### config.mk
export PLATFORM = sky130hd
export DESIGN_NAME = smva_ctrl
export DESIGN_NICKNAME = d
export VERILOG_FILES = /design/src/hw/rtl/smva_pkg.sv /design/src/hw/rtl/smva_ctrl.sv
export SDC_FILE = /design/constraint.sdc
export NUM_CORES = 1
export LEC_CHECK = 0
export BUFFER_PORTS_ARGS = -buffer_cell sky130_fd_sc_hd__buf_2
export CAP_MARGIN = 20
export CORE_AREA = 2 2 41 43
export DETAILED_ROUTE_END_ITERATION = 8
export DIE_AREA = 0 0 43 45
export PLACE_DENSITY = 0.58
export SLEW_MARGIN = 20
export SYNTH_ARGS = -nofsm -noshare
export SYNTH_HDL_FRONTEND = slang
export SYNTH_SLANG_ARGS = --single-unit
### constraint.sdc
create_clock -name clk -period 2.2 [get_ports clk]
set_clock_uncertainty 0.05 [all_clocks]
set_input_delay 0.44 -clock clk [delete_from_list [all_inputs] [get_ports clk]]
set_output_delay 0.44 -clock clk [all_outputs]
set_load 0.03 [all_outputs]
### src/hw/rtl/smva_pkg.sv
// Shared types and constants for the coordinate-format sparse matrix-vector block.
// Used by smva_ctrl, smva_dp and the top level sparse_matrix_vector_accumulate.
// Holds the action codes, field widths, stream packing and the controller/datapath structs.
package smva_pkg;

  localparam int DIM_DEF = 512;
  // Wide enough to compare any index against the largest supported DIM (4096).
  localparam int DIM_CMP_W = 13;

  localparam int ACT_W = 2;
  localparam int IDX_W = 9;
  localparam int VAL_W = 32;
  localparam int SUM_W = 48;
  localparam int FRAC_W = 16;

  localparam int IN_BITS = 2 * IDX_W + VAL_W;
  localparam int S_TDATA_W = ((IN_BITS + 7) / 8) * 8;
  localparam int OUT_BITS = 2 * SUM_W + 1;
  localparam int M_TDATA_W = ((OUT_BITS + 7) / 8) * 8;

  typedef enum logic [ACT_W-1:0] {
    ACT_LOAD = 2'd0,
    ACT_ACC  = 2'd1,
    ACT_READ = 2'd2
  } action_t;

  typedef struct packed {
    logic latch;
    logic clr_we;
    logic vec_we;
    logic fetch;
    logic mul;
    logic sum_we;
    logic out_load;
  } dp_cmd_t;

  typedef struct packed {
    logic is_read;
    logic clear_done;
  } dp_stat_t;

endpackage

### src/hw/rtl/smva_ctrl.sv
// Controller state machine for the sparse matrix-vector block.
// Depends on smva_pkg; sequences the clearing pass and each action through smva_dp.
module smva_ctrl
  import smva_pkg::*;
(
  input  logic             clk,
  input  logic             rst,
  input  logic             in_valid,
  input  logic [ACT_W-1:0] in_action,
  output logic             in_ready,
  output logic             out_valid,
  input  logic             out_ready,
  output dp_cmd_t          cmd,
  input  dp_stat_t         stat
);

  typedef enum logic [6:0] {
    S_CLEAR = 7'b0000001,
    S_IDLE  = 7'b0000010,
    S_LOAD  = 7'b0000100,
    S_FETCH = 7'b0001000,
    S_MUL   = 7'b0010000,
    S_ADD   = 7'b0100000,
    S_RESP  = 7'b1000000
  } state_t;

  state_t state;
  state_t state_next;
  logic   accept;

  assign in_ready = (state == S_IDLE);
  assign accept   = in_ready && in_valid;

  always_comb begin
    state_next = state;
    cmd        = '0;
    unique case (state)
      S_CLEAR: begin
        cmd.clr_we = 1'b1;
        if (stat.clear_done) begin
          state_next = S_IDLE;
        end
      end
      S_IDLE: begin
        cmd.latch = accept;
        if (accept) begin
          unique case (in_action)
            ACT_LOAD: state_next = S_LOAD;
            ACT_ACC:  state_next = S_FETCH;
            ACT_READ: state_next = S_FETCH;
            default:  state_next = S_IDLE;
          endcase
        end
      end
      S_LOAD: begin
        cmd.vec_we = 1'b1;
        state_next = S_IDLE;
      end
      S_FETCH: begin
        cmd.fetch  = 1'b1;
        state_next = stat.is_read ? S_RESP : S_MUL;
      end
      S_MUL: begin
        cmd.mul    = 1'b1;
        state_next = S_ADD;
      end
      S_ADD: begin
        cmd.sum_we = 1'b1;
        state_next = S_IDLE;
      end
      S_RESP: begin
        // The result register frees up in the same cycle its transfer completes.
        if (!out_valid || out_ready) begin
          cmd.out_load = 1'b1;
          state_next   = S_IDLE;
        end
      end
      default: state_next = S_CLEAR;
    endcase
  end

  always_ff @(posedge clk) begin
    if (rst) begin
      state     <= S_CLEAR;
      out_valid <= 1'b0;
    end else begin
      state <= state_next;
      if (cmd.out_load) begin
        out_valid <= 1'b1;
      end else if (out_ready) begin
        out_valid <= 1'b0;
      end
    end
  end

  a_no_overwrite: assert property (@(posedge clk) disable iff (rst)
    cmd.out_load |-> (!out_valid || out_ready))
    else $error("result register loaded while a result is still pending");

  a_sum_after_mul: assert property (@(posedge clk) disable iff (rst)
    cmd.sum_we |-> $past(cmd.mul))
    else $error("sum write without a preceding multiply step");

  a_acc_path: assert property (@(posedge clk) disable iff (rst)
    (accept && in_action == ACT_ACC) |=> ##2 cmd.sum_we)
    else $error("accumulate did not reach the sum write step");

endmodule

==> impl_table.tex <==
\begin{tabular}{lr}
\hline
Metric & Value \\
\hline
\multicolumn{2}{l}{\textbf{Min path}} \\
Worst min-delay path class & input pin to register \\
Depth of the worst hold-timing path & 2 \\
Launch point of the worst hold path & stat[1] \\
Worst min-delay path endpoint & state[4] \\
\multicolumn{2}{l}{\textbf{Clock tree}} \\
Clock transition at the registers of the reported paths & 0.06 ns \\
Post-cts gate resize count & 0 \\
CTS Root Cell & clkbuf\_4 \\
Clock tree buffer depth & 2 \\
Number of buffers created by CTS & 3 \\
CTS Hold Buffers Added & 0 \\
\# H-tree levels & 1 \\
\# clock sinks & 8 \\
Clock tree from TritonCTS & built \\
Clock network latency to the later pin of the worst-skew pair & 0.26 ns \\
Setup Buffers After CTS & 0 \\
\multicolumn{2}{l}{\textbf{Detailed routing}} \\
Detailed-router iteration count before antenna repair & 2 \\
Avg Vias per Cell & 5.04 \\
Routed metal-1 wirelength & 436 um \\
Antenna viol nets, final & 0 \\
Final wirelength & 1020 um \\
Routed length per placed instance & 11.1 um \\
Highest layer used for signal routing & met4 \\
DR WL met3 & 46 um \\
Count of vias placed by the detailed router & 464 \\
Met2 routed WL & 520 um \\
DRC violations left & 0 \\
First DRT Iteration DRCs & 9 \\
\multicolumn{2}{l}{\textbf{Setup path}} \\
Critical-path cell with the highest stage delay & dfxtp\_1 \\
Worst-path fanout max & 7 \\
Startpoint Class & register \\
Depth of the worst register-to-register path & 5 \\
Data required time at the worst endpoint & 1.71 ns \\
Kind of end point of the critical path & output port \\
Arrival time reported for the critical path endpoint & 1.56 ns \\
Reg-to-reg critical path endpoint & state[1] \\
WS Path Type & register to output port \\
Buf/Inv on CP & 1 \\
Cells along the critical path & nor3\_1 > nand2\_1 > nor3b\_1 > buf\_2 \\
Setup slack of the most critical reg-to-reg path & 0.72 ns \\
Startpoint of the worst-slack reg-to-reg timing path & state[2] \\
Top cell family by delay on the critical path & simple AND/OR/NAND/NOR gates \\
CP max stage delay & 0.36 ns \\
\multicolumn{2}{l}{\textbf{Cells and area}} \\
Share of cells above drive strength 1 & 0.303 \\
Area growth from synthesis to layout & 24.9\% \\
Number of nets in the finished design & 88 \\
Core Util, Final & 0.418 \\
Count of inserted antenna diode cells & 0 \\
Post-route cell area & 616 sq um \\
\multicolumn{2}{l}{\textbf{STA}} \\
Final-report setup violation count & 0 \\
Final count of pins violating max slew & 0 \\
Final critical-path required period & 2.05 ns \\
Relative slew slack & 0.798 \\
Count of final hold-check violations & 0 \\
Final worst hold slack & 0.311 ns \\
Period Utilization, post-route & 0.933 \\
Transition time at the pin with the least slew margin & 0.303 ns \\
Setup tns final & 0 ns \\
Unrepaired setup endpoints after global routing & false \\
Highest clock rate & 487 MHz \\
\multicolumn{2}{l}{\textbf{Yosys}} \\
Synth Area per Inst & 8.65 sq um \\
Largest area contributor in the netlist & dfxtp\_1 \\
Cell with the most instances after synthesis & dfxtp\_1 \\
Number of flops mapped to enable cells by yosys & 0 \\
Area of the mapped netlist & 493 sq um \\
Number of nets produced by synthesis & 67 \\
Count of yosys warnings during synthesis & 0 \\
Total of flip-flops plus latches after synthesis & 8 \\
Predominant post-synthesis flop cell & dfxtp\_1 \\
Number of distinct library cell variants in the gate-level netlist after synthesis & 25 \\
Synth async-reset ratio & 0 \\
Area fraction of the dominant cell type after synthesis & 0.325 \\
Dominant cells by area after synthesis & dfxtp\_1, nor3b\_1, a2111oi\_4, nor2\_1, and2\_1 \\
Share of synthesized area occupied by flip-flops and latches & 0.325 \\
Post-synth top cells & dfxtp\_1, nor2\_1, and2\_1, nand2b\_1, nor3b\_1 \\
Syn Inst Count & 57 \\
\multicolumn{2}{l}{\textbf{Global routing}} \\
Vias in the first global route & 452 \\
Wire length of the first global-routing pass & 1760 um \\
GRT Overall Usage & 0.126 \\
GRT Residual Overflow & 0 \\
Initial antenna violation count & 0 \\
Maximum number of pins on one net before global-route repair & 8 \\
\multicolumn{2}{l}{\textbf{Floorplan}} \\
Area of the core & 1470 sq um \\
Width of the chip & 43 um \\
Die area & 1940 sq um \\
Die outline height & 45 um \\
Starting density of the core & 0.335 \\
Number of top-level design ports & 17 \\
Row count & 14 \\
\multicolumn{2}{l}{\textbf{Power}} \\
Sw Pwr & 0.188 mW \\
Clock group share of total power & 0.228 \\
Leak Pwr & 0.282 nW \\
Switching Fraction & 0.374 \\
Combinational share of power & 0.399 \\
Power Dens Cells & 817 nW/um\^{}2 \\
Highest ir drop seen on vdd & 0.397 mV \\
Share of power burned in registers & 0.373 \\
Power Total & 0.503 mW \\
Internal cell power & 0.315 mW \\
\multicolumn{2}{l}{\textbf{Place}} \\
HPWL after detailed placement & 837 um \\
Total placed instance area & 593 sq um \\
Buffers added on ports & 16 \\
Weighted congestion reported at the end of routability-driven placement & 0.723 \\
\multicolumn{2}{l}{\textbf{Flow run}} \\
Max-cap violation count & 0 \\
\multicolumn{2}{l}{\textbf{Run status}} \\
Run status & complete, no violations \\
\hline
\end{tabular}
-- cells in the final DEF, fill, tap and decap left out, drive strengths merged --
cell type / n
a2111oi: 1
a21oi: 4
and2: 4
and4: 1
buf: 16
clkbuf: 3
dfxtp: 8
ha: 2
inv: 3
nand2: 3
nand2b: 4
nand3b: 1
nand4: 1
nor2: 7
nor2b: 3
nor3: 2
nor3b: 5
o211ai: 1
o21ai: 1
o21bai: 1
o22a: 1
o22ai: 1
o31ai: 1
xnor2: 1
xor2: 1
-- layer usage --
layer / vias to the layer above / global-route usage
met5: - / 0
met2: 11 / 0.236
li1: 240 / -
met1: 211 / 0.126
met3: 2 / 0.0360
met4: 0 / 0.0727
-- power groups by stage --
stage / Sequential (mW) / Combinational [mW] / Clock [mW]
finish: 0.187 / 0.201 / 0.115
floorplan: 0.184 / 0.162 / 0
global placement: 0.191 / 0.200 / 0
detailed placement: 0.190 / 0.202 / 0
CTS: 0.186 / 0.203 / 0.121
global route: 0.189 / 0.224 / 0.130
-- logic make-up after synthesis --
| kind of cell | synth area share |
|---|---|
| simple gates | 0.368 |
| compound gates | 0.198 |
| flops | 0.325 |
| buf+inv | 0.0228 |
| xor+xnor | 0.0355 |
| fa+ha+maj | 0.0508 |
-- state kept, by name, indices dropped and copies added, names as in the netlist --
signal     cells
out_valid      1
state          7
-- per-stage QoR --
step                setup WS [ns]  std cells
detailed placement          0.441         89
floorplan                   0.225         57
global placement            0.433         89
finish                      0.148         92
CTS                         0.150         92
global route               0.0143         92
-- layout make-up --
| type | count | area (sq um) |
|---|---|---|
| fill | 172 | 856 |
| sequential | 8 | 160 |
| timing repair buffer | 16 | 80.1 |
| clock buffer | 3 | 22.5 |
| multi-input combinational | 46 | 322 |
| inverter | 3 | 11.3 |
| tap | 16 | 20.0 |
-- worst max-delay path by stage --
stage / start / end / slack (ns) / cells past startpoint
after floorplan: state[0] / cmd[2] / 0.22 / 3
after global placement: state[0] / cmd[2] / 0.43 / 4
after detailed placement: state[0] / cmd[2] / 0.44 / 4
after CTS: state[0] / cmd[2] / 0.15 / 4
after global routing: state[2] / cmd[2] / 0.01 / 4
final: state[0] / cmd[2] / 0.15 / 4
-- worst register-to-register path: stages (launching register included) --
cell and delay [ns]:
dfxtp_1 0.34, nor2_1 0.25, nand4_1 0.25, o22ai_1 0.26
o21bai_2 0.15, a21oi_2 0.06
No activity file was read; power rests on OpenSTA's default activity.
